<file path="src/rtl/core/assert_macros.svh">
// assertion macros shared by the rtl
`ifndef ASSERT_MACROS_SVH
`define ASSERT_MACROS_SVH

`ifndef SYNTHESIS

`define ASSERT_ALWAYS(name, clk, rst, expr) \
   name: assert property (@(posedge clk) disable iff (rst) (expr)) \
      else $error("assertion failed");

`define ASSERT_NEXT(name, clk, rst, ante, cons) \
   name: assert property (@(posedge clk) disable iff (rst) (ante) |=> (cons)) \
      else $error("assertion failed");

`else

`define ASSERT_ALWAYS(name, clk, rst, expr)

`define ASSERT_NEXT(name, clk, rst, ante, cons)

`endif

`endif

</file>
<file path="src/rtl/core/wbps_pkg.sv">
`timescale 1ns / 1ps

package wbps_pkg;

   localparam int PATTERN_BYTES = 16;
   localparam int REG_BYTES     = 16;
   localparam int LEN_W         = $clog2(PATTERN_BYTES + 1);
   localparam int IDX_W         = $clog2(REG_BYTES);
   localparam int CSR_IDX_W     = 2;
   localparam int CSR_DATA_W    = 64;
   localparam int COUNT_W       = 32;

   localparam logic [CSR_IDX_W-1:0] REG_PATTERN_LOW    = 2'd0;
   localparam logic [CSR_IDX_W-1:0] REG_PATTERN_HIGH   = 2'd1;
   localparam logic [CSR_IDX_W-1:0] REG_CARE_MASK      = 2'd2;
   localparam logic [CSR_IDX_W-1:0] REG_PATTERN_LENGTH = 2'd3;

   typedef struct packed {
      logic [7:0] expect_byte;
      logic       care;
   } cell_cfg_type;

   function automatic logic [LEN_W-1:0] effective_length(input logic [4:0] len);
      logic [LEN_W-1:0] res;
      if (len == 5'd0) begin
         res = LEN_W'(1);
      end else if (32'(len) > PATTERN_BYTES) begin
         res = LEN_W'(PATTERN_BYTES);
      end else begin
         res = LEN_W'(len);
      end
      return res;
   endfunction

endpackage

</file>
<file path="src/rtl/core/wbps_cell.sv">
`timescale 1ns / 1ps

module wbps_cell (
   input  logic                  clock,
   input  logic                  reset,
   input  logic                  shift_en,
   input  logic                  flush,
   input  logic [7:0]            byte_in,
   input  wbps_pkg::cell_cfg_type cfg,
   output logic [7:0]            byte_out,
   output logic                  hit
);

   logic [7:0] byte_ff;
   logic [7:0] byte_in_sel;
   logic [7:0] byte_next;

   assign byte_in_sel = flush ? 8'd0 : byte_in;
   assign byte_next   = shift_en ? byte_in_sel : byte_ff;
   assign hit         = !cfg.care || (byte_next == cfg.expect_byte);
   assign byte_out    = byte_ff;

   always_ff @(posedge clock) begin
      if (reset) begin
         byte_ff <= 8'd0;
      end else begin
         byte_ff <= byte_next;
      end
   end

endmodule

</file>
<file path="src/rtl/core/wildcard_byte_pattern_scanner_top.sv">
`timescale 1ns / 1ps

// Streams one section byte per cycle (req_tuser marks the first byte, req_tlast the last)
// and returns at most one result per section: rsp_tuser=1 with the start offset of the
// first full match in rsp_tdata, or rsp_tuser=0 with offset 0 on the last byte when the
// pattern was not seen. A byte is taken every cycle unless a result waits in the output
// register with rsp_tready low; that register is refilled in the cycle it is drained. The
// result appears in the output register the cycle after the byte that caused it, set by the
// single compare stage of the 16-cell window chain. Bytes after a section's result are
// dropped until the next first byte. Program the pattern, care mask and length over the
// csr port only while idle.

`include "assert_macros.svh"

module wildcard_byte_pattern_scanner_top (
   input  logic        clock,
   input  logic        reset,
   input  logic        req_tvalid,
   output logic        req_tready,
   input  logic [7:0]  req_tdata,   // data_byte
   input  logic        req_tuser,   // first_byte
   input  logic        req_tlast,   // last_byte
   output logic        rsp_tvalid,
   input  logic        rsp_tready,
   output logic [31:0] rsp_tdata,   // match_offset
   output logic        rsp_tuser,   // found
   input  logic        csr_valid,
   output logic        csr_ready,
   input  logic [1:0]  csr_index,
   input  logic [63:0] csr_data
);

   localparam int PB = wbps_pkg::PATTERN_BYTES;
   localparam int LW = wbps_pkg::LEN_W;
   localparam int CW = wbps_pkg::COUNT_W;

   logic [2*wbps_pkg::CSR_DATA_W-1:0] pattern_ff;
   logic [wbps_pkg::REG_BYTES-1:0]    mask_ff;
   logic [4:0]                        length_ff;

   logic [CW-1:0] count_ff, count_in, count_base;
   logic          done_ff, done_in, done_base;
   logic          rsp_valid_ff, rsp_valid_in;
   logic          rsp_found_ff, rsp_found_in;
   logic [CW-1:0] rsp_offset_ff, rsp_offset_in;

   logic          req_take, active, all_hit, match, emit;
   logic [LW-1:0] eff_len;
   logic [7:0]    cell_byte [PB];
   logic [PB-1:0] cell_hit;

   assign csr_ready  = 1'b1;
   assign req_tready = !rsp_valid_ff || rsp_tready;
   assign req_take   = req_tvalid && req_tready;
   assign eff_len    = wbps_pkg::effective_length(length_ff);

   assign count_base = req_tuser ? '0 : count_ff;
   assign done_base  = req_tuser ? 1'b0 : done_ff;
   assign active     = req_take && !done_base;

   for (genvar j = 0; j < PB; j++) begin : g_cell
      wbps_pkg::cell_cfg_type cfg;
      logic [LW-1:0]          idx;
      logic [7:0]             chain_in;

      assign idx = eff_len - LW'(1) - LW'(j);
      assign cfg.care = (LW'(j) < eff_len) && (32'(idx) < wbps_pkg::REG_BYTES)
                        && mask_ff[idx[wbps_pkg::IDX_W-1:0]];
      assign cfg.expect_byte = pattern_ff[8*idx[wbps_pkg::IDX_W-1:0] +: 8];

      if (j == 0) begin : g_head
         assign chain_in = req_tdata;
      end else begin : g_body
         assign chain_in = cell_byte[j-1];
      end

      wbps_cell u_cell (
         .clock    (clock),
         .reset    (reset),
         .shift_en (active),
         .flush    ((j != 0) && req_tuser),
         .byte_in  (chain_in),
         .cfg      (cfg),
         .byte_out (cell_byte[j]),
         .hit      (cell_hit[j])
      );
   end

   assign all_hit = &cell_hit;

   always_comb begin
      count_in      = count_ff;
      done_in       = done_ff;
      rsp_valid_in  = rsp_valid_ff && !rsp_tready;
      rsp_found_in  = rsp_found_ff;
      rsp_offset_in = rsp_offset_ff;
      match         = 1'b0;
      emit          = 1'b0;
      if (req_take) begin
         count_in = count_base;
         done_in  = done_base;
         if (active) begin
            if (count_base != {CW{1'b1}}) begin
               count_in = count_base + CW'(1);
            end
            match = (count_in >= CW'(eff_len)) && all_hit;
            emit  = match || req_tlast;
            if (emit) begin
               done_in       = 1'b1;
               rsp_valid_in  = 1'b1;
               rsp_found_in  = match;
               rsp_offset_in = match ? (count_in - CW'(eff_len)) : '0;
            end
         end
      end
   end

   always_ff @(posedge clock) begin
      if (reset) begin
         count_ff     <= '0;
         done_ff      <= 1'b0;
         rsp_valid_ff <= 1'b0;
      end else begin
         count_ff     <= count_in;
         done_ff      <= done_in;
         rsp_valid_ff <= rsp_valid_in;
      end
   end

   always_ff @(posedge clock) begin
      rsp_found_ff  <= rsp_found_in;
      rsp_offset_ff <= rsp_offset_in;
   end

   always_ff @(posedge clock) begin
      if (reset) begin
         pattern_ff <= '0;
         mask_ff    <= '0;
         length_ff  <= 5'd1;
      end else if (csr_valid && csr_ready) begin
         unique case (csr_index)
            wbps_pkg::REG_PATTERN_LOW:    pattern_ff[63:0]   <= csr_data;
            wbps_pkg::REG_PATTERN_HIGH:   pattern_ff[127:64] <= csr_data;
            wbps_pkg::REG_CARE_MASK:      mask_ff   <= csr_data[wbps_pkg::REG_BYTES-1:0];
            wbps_pkg::REG_PATTERN_LENGTH: length_ff <= csr_data[4:0];
            default: ;
         endcase
      end
   end

   assign rsp_tvalid = rsp_valid_ff;
   assign rsp_tuser  = rsp_found_ff;
   assign rsp_tdata  = rsp_offset_ff;

   `ASSERT_ALWAYS(a_miss_zero, clock, reset, !(rsp_valid_ff && !rsp_found_ff) || (rsp_offset_ff == '0))
   `ASSERT_NEXT(a_emit_done, clock, reset, emit, done_ff && rsp_valid_ff)
   `ASSERT_NEXT(a_idle_hold, clock, reset, req_take && done_base, $stable(count_ff) && done_ff)
   `ASSERT_NEXT(a_count_up, clock, reset, req_take && !req_tuser, count_ff >= $past(count_ff))

endmodule

</file>
<file path="config.mk">
export PLATFORM = sky130hd
export DESIGN_NAME = wildcard_byte_pattern_scanner_top
export DESIGN_NICKNAME = d
export VERILOG_FILES = /design/src/rtl/core/wbps_pkg.sv /design/src/rtl/core/wbps_cell.sv /design/src/rtl/core/wildcard_byte_pattern_scanner_top.sv
export VERILOG_INCLUDE_DIRS = /design/src /design/src/rtl/core
export SDC_FILE = /design/constraint.sdc
export NUM_CORES = 1
export LEC_CHECK = 0
export ABC_AREA = 1
export CELL_PAD_IN_SITES_DETAIL_PLACEMENT = 1
export CELL_PAD_IN_SITES_GLOBAL_PLACEMENT = 2
export CORE_ASPECT_RATIO = 0.8
export CORE_UTILIZATION = 38
export DETAILED_ROUTE_END_ITERATION = 6
export DONT_BUFFER_PORTS = 1
export HOLD_SLACK_MARGIN = 0.03
export PLACE_DENSITY_LB_ADDON = 0.1
export SLEW_MARGIN = 20
export SYNTH_ARGS = -nofsm -noshare
export SYNTH_HDL_FRONTEND = slang
export SYNTH_HIERARCHICAL = 1
export SYNTH_SLANG_ARGS = --single-unit
export TNS_END_PERCENT = 50
</file>
<file path="constraint.sdc">
create_clock -name clock -period 14.5 [get_ports clock]
set_input_delay 4.35 -clock clock [delete_from_list [all_inputs] [get_ports clock]]
set_output_delay 4.35 -clock clock [all_outputs]
set_load 0.005 [all_outputs]
</file>
### Word-level counts from Yosys, hierarchy flattened

Index checks and enable logic that the tools add are counted.

* add/subtract/negate cells: 18
* magnitude comparators: 50
* eq/ne operators: 20
* shifts and indexed selects: 16
* muxes and demuxes: 76
* reduce and logical (&&, ||, !) cells: 81

Operator list (count)
* $shiftx A128 B8 Y8: 16
* $mux W8: 31
* $mux W32: 5
* $eq A8 B8 Y1: 16
* $lt A4 B5 Y1 const B: 16
* $lt A5 B5 Y1 const B: 16
* $bmux W1 S4: 16
* $lt A4 B5 Y1 const A: 8
* $sub A5 B4 Y5 const B: 8
* $logic_and A1 B1 Y1: 36
* $add A32 B1 Y32 const B: 1
* $ge A32 B5 Y1: 1
* $ne A32 B32 Y1 const B: 1
* $sub A32 B5 Y32: 1
* $mux W1: 22
* $lt A3 B5 Y1 const A: 4
* $sub A5 B3 Y5 const B: 4
* $logic_not A1 Y1: 19
* $logic_or A1 B1 Y1: 18
* $reduce_and A16 Y1: 1
* $lt A1 B5 Y1 const A: 2
* $lt A2 B5 Y1 const A: 2
* $mux W5: 2
* $sub A5 B1 Y5 const B: 2
* other kinds (8): 13

* bits in registers: 344
* input port bits: 81
* output and inout bits: 36
* logic and storage cells: 286

### Longest topological paths before layout

* depth after elaboration: 16
* mapped depth: 36
* mapped depth without buffers: 29

### Cells and area by module

Netlist, hierarchy kept.

Modules (own cells, without submodules)
* wildcard_byte_pattern_scanner_top: instances 1, cells an instance 2834, area each 16807.4 um2, sequential area each 4654.5 um2
* wbps_cell: instances 16, cells an instance 78, area each 484.2 um2, sequential area each 160.2 um2

### Worst setup path before layout

Ideal clock, no wire load.

* kind: input-to-reg
* start point: input port req_tuser
* end point: register rsp_offset_ff[0] (netlist: rsp_tdata[0]) (enable)
* library setup time: 388 ps
* arrival time: 8499 ps
* data required time: 14112 ps
* setup slack: 5613 ps
* stages: 29
* path buffers: 5
* path through: inv_2 -> buf_4 -> buf_4 -> nand2_1 -> inv_1 -> ha_1 -> inv_1 -> nor2_4 -> nand2_2 -> nor2_2 -> nand2_1 -> buf_4 -> buf_2 -> buf_1 -> xor2_1 -> inv_1 -> ha_1 -> fa_1 -> nor2_1 -> nor2_1 -> inv_1 -> nand3_2 -> nand2_2 -> nor2_4 -> nand4_2 -> nand2_4 -> nand2_1 -> nand2_1 -> inv_1

* cells in the longest elaborated chain, start to end: 10
* elaborated cells between the ends (all ways): 77
* those cells by class: 1 x add/sub; 1 x order compare; 17 x eq/ne; 36 x mux; 22 x reduce/logical

Ends and longest elaborated chain
* from (decl): RTL line wildcard_byte_pattern_scanner_top.sv:21 `input logic req_tuser,`
* parallel branches: the longest is 9 deep, another holds $add A32 B1 Y32
* $reduce_and A3 Y1 (no source line) (*)
* to (signal assigned): RTL line wildcard_byte_pattern_scanner_top.sv:132 `rsp_offset_ff <= rsp_offset_in;`
* to (decl): RTL line wildcard_byte_pattern_scanner_top.sv:45 `logic [CW-1:0] rsp_offset_ff, rsp_offset_in;`

Mark *: on every way between the ends. The select of a mux whose other input is x is not followed.
A chain may end at the register's enable or synchronous reset.

### Final worst setup path

* start point: input port req_tuser
* end point: register rsp_offset_ff[1] (netlist: rsp_tdata[1]) (enable)

The elaborated chain is that of the path after synthesis.

==> results.ini <==
[run_status]
status=finished clean

[floorplanning]
die_height_um=229.4
num_io_pins=117
fp-row-count=82
initial_utilization=0.3879
die-area_sq_um=65650
core_sq_um=63300
dieWidth_um=286.2

[worst_setup_path]
path_delay_family=simple AND/OR/NAND/NOR gates
cp_cell_sequence=inv_2 > buf_4 > nand2_1 > inv_1 > ha_1 > inv_1 > nor2_4 > nand2_2 > nor2_2 > nand2_1 > o21ai_0 > inv_1 > fa_1 > nor2_1 > nor2_1 > inv_1 > nand3_2 > nand2_2 > nor2_4 > nand4_2 > nand2_4 > nand2_1 > nand2_1 > inv_2
critPathCaptureType=flip-flop
startpoint_type=primary input
cp_slowest_cell=inv_2
max_stage_delay_ns=0.57
path_class=in2reg
cp_max_fo=56
path_buf_inv=7
crit_required_ns=14.73
cp.arrival_ns=9.28

[synthesis]
ys_seq_area_frac=0.2939
synth_fp_nets=4192
ys_seq_elements=344
synthTopCellsByCount=nand2_1, o21ai_0, nor2_1, dfxtp_1, inv_1
synth-edff-count=33
synth_area_sq_um=24550
ys.flop_type=dfxtp_1
avgSynthCellArea_sq_um=6.015
synth.area.top_cells=dfxtp_1, nand2_1, o21ai_0
yosysUniqueCellTypes=46
ys.warnings.count=6
synthCells=4082
yosysMostFrequentCell=nand2_1
async_flop_share=0
synth_area_leader_cell=dfxtp_1
synth.top_cell.area_share=0.2536

[clocking]
clkLatencyLatePin_ns=0.60
cts_buffers=42
cts_resized=0
clk_pin_slew_ns=0.06
ctsRootBufferMaster=clkbuf_16
cts_tree=built
htree_levels=2
ctsLongestPathBuffers=3
cts_hold_buf=0
clock_sinks=344
post-cts-setup-buffers=0

[placed_design]
place_area_sq_um=24830
dpl.hpwl_mm=83.88
port-buffer-count=0
gp_congestion=0.9725

[global_route]
antenna_found_initial=3
gr-usage-met1=0.4661
grt_first_pass_wirelength_mm=161.9
grt_pass1_vias=25263
grt_max_degree=142
grt_overflow=0
use_met3=0.05040
grt.busiest_layer=met2
use_met2=0.5067
grt_use_total=0.3267

[routing]
wirelength_mm=108.3
via_per_inst=5.531
vias=26611
drc=0
initialDrtViolationCount=2305
dr.pass1.iters=5
postRouteAntennaNets=0
post_drt_wl_per_cell_um=22.52

[finish]
syn_to_final_growth_pct=7.063
drive_above_1_share=0.05266
final_net_count=4045
fillers=8525
stdcell_area_sq_um=26290

[power]
pwr-share-seq=0.306
powerDensity_nw_per_um2=134.1
fin_total_pwr_w=0.003525
power.internal_w=0.002040
p_leak_nw=11.78
p_clk_frac=0.326
switching_power_w=0.001485
switching_share=0.4212
combPwrFrac=0.368
ir_drop_mv=0.08559

[timing]
min_period_ns=9.059
rsz0062_at_grt=no
tns_ns=0
hold_viol=0
worstMarginPinSlew_ns=1.290
max_slew_margin=0.1311
post-route-period-util=0.6248
clock_skew_ns=0.01815
report.final.setup_viol=0
slew_violations=0
fmax_mhz=110.4

[worst_hold_path]
hp-class=reg2reg

[flow_run]
max_cap_viol_count=0

-- final cells by class --
cell class                      count  area (sq um)  share of cell area
Antenna cell                        2         5.005           0.0001904
Clock buffer                       60          1149             0.04369
Clock inverter                     18         295.3             0.01123
Inverter                          354          1411             0.05369
Multi-Input combinational cell   3170         14980              0.5697
Sequential cell                   344          7217              0.2745
Tap cell                          840          1051             0.03998
Timing Repair Buffer               23         185.2            0.007044
-- registers in the layout, indices dropped and copies added, names as in the netlist --
name                    flops
rsp_tuser                   1
mask_ff                    16
length_ff                   5
done_ff                     1
rsp_tdata                  32
count_ff                   32
rsp_tvalid                  1
g_cell.u_cell/byte_out    128
pattern_ff                128
-- cells by family after synthesis --
family                   after synthesis  share of synthesized area
AO/OA/AOI/OAI                        990                     0.2049
XOR/XNOR                              26                    0.01187
adder cells (fa/ha/maj)               29                    0.01508
buffers and inverters                568                    0.09896
flip-flops                           344                     0.2939
multiplexers                          32                    0.01304
other                                  2                  0.0003058
AND/OR/NAND/NOR                     2091                     0.3619
-- final timing paths --
check                    start  slack [ns]  cells after the start      endpoint
setup reg to reg  length_ff[2]        6.11                     27  rsp_tdata[1]
hold reg to reg     mask_ff[9]        0.47                      2    mask_ff[9]
setup / recovery     req_tuser        5.44                     24  rsp_tdata[1]
hold / removal      mask_ff[9]        0.47                      2    mask_ff[9]
-- routing by layer --
layer	up-vias	share of wire
met1	12779	0.48
li1	13012	-
met4	2	0.028
met2	683	0.43
met5	-	0.00017
met3	135	0.061
-- power groups by stage --
stage	clock, W	combinational (W)	sequential (W)
after floorplan	0	0.000841	0.00108
after global placement	0	0.00124	0.00110
after detailed placement	0	0.00126	0.00110
after CTS	0.00117	0.00127	0.00108
after global routing	0.00120	0.00141	0.00109
final	0.00115	0.00130	0.00108
-- worst min-delay path, cell delays in order, from the launching register on --
cell,delay [ns]
dfxtp_1,0.32
inv_1,0.05
a21oi_1,0.05
-- through the flow --
| step | instances | setup slack, ns | hold WS, ns | util |
|---|---|---|---|---|
| after floorplan | 4082 | 5.613 | 0.4337 | - |
| after global placement | 4731 | 4.592 | 0.4484 | 0.3923 |
| after detailed placement | 4731 | 4.871 | 0.4603 | 0.3923 |
| after CTS | 4809 | 5.503 | 0.4704 | 0.4151 |
| after global routing | 4811 | 4.951 | 0.4827 | 0.4153 |
| final | 4811 | 5.441 | 0.4662 | 0.4153 |
-- cells in the final DEF (no fill, tap or decap), drive strengths merged, types with 6 or more instances in the layout --
cell	synthesis	routed
buf	91	23
inv	349	353
a31oi	6	6
bufinv	0	6
nor3	11	11
o211ai	8	8
nand4	22	22
dfxtp	311	311
nand2	1342	1342
o21bai	8	8
nand3	262	262
clkinv	5	8
nand3b	101	101
mux2i	32	32
clkbuf	123	60
edfxtp	33	33
ha	28	28
a21oi	264	264
o21ai	693	693
xor2	22	22
nor2	344	344
No activity file was read; power rests on OpenSTA's default activity.
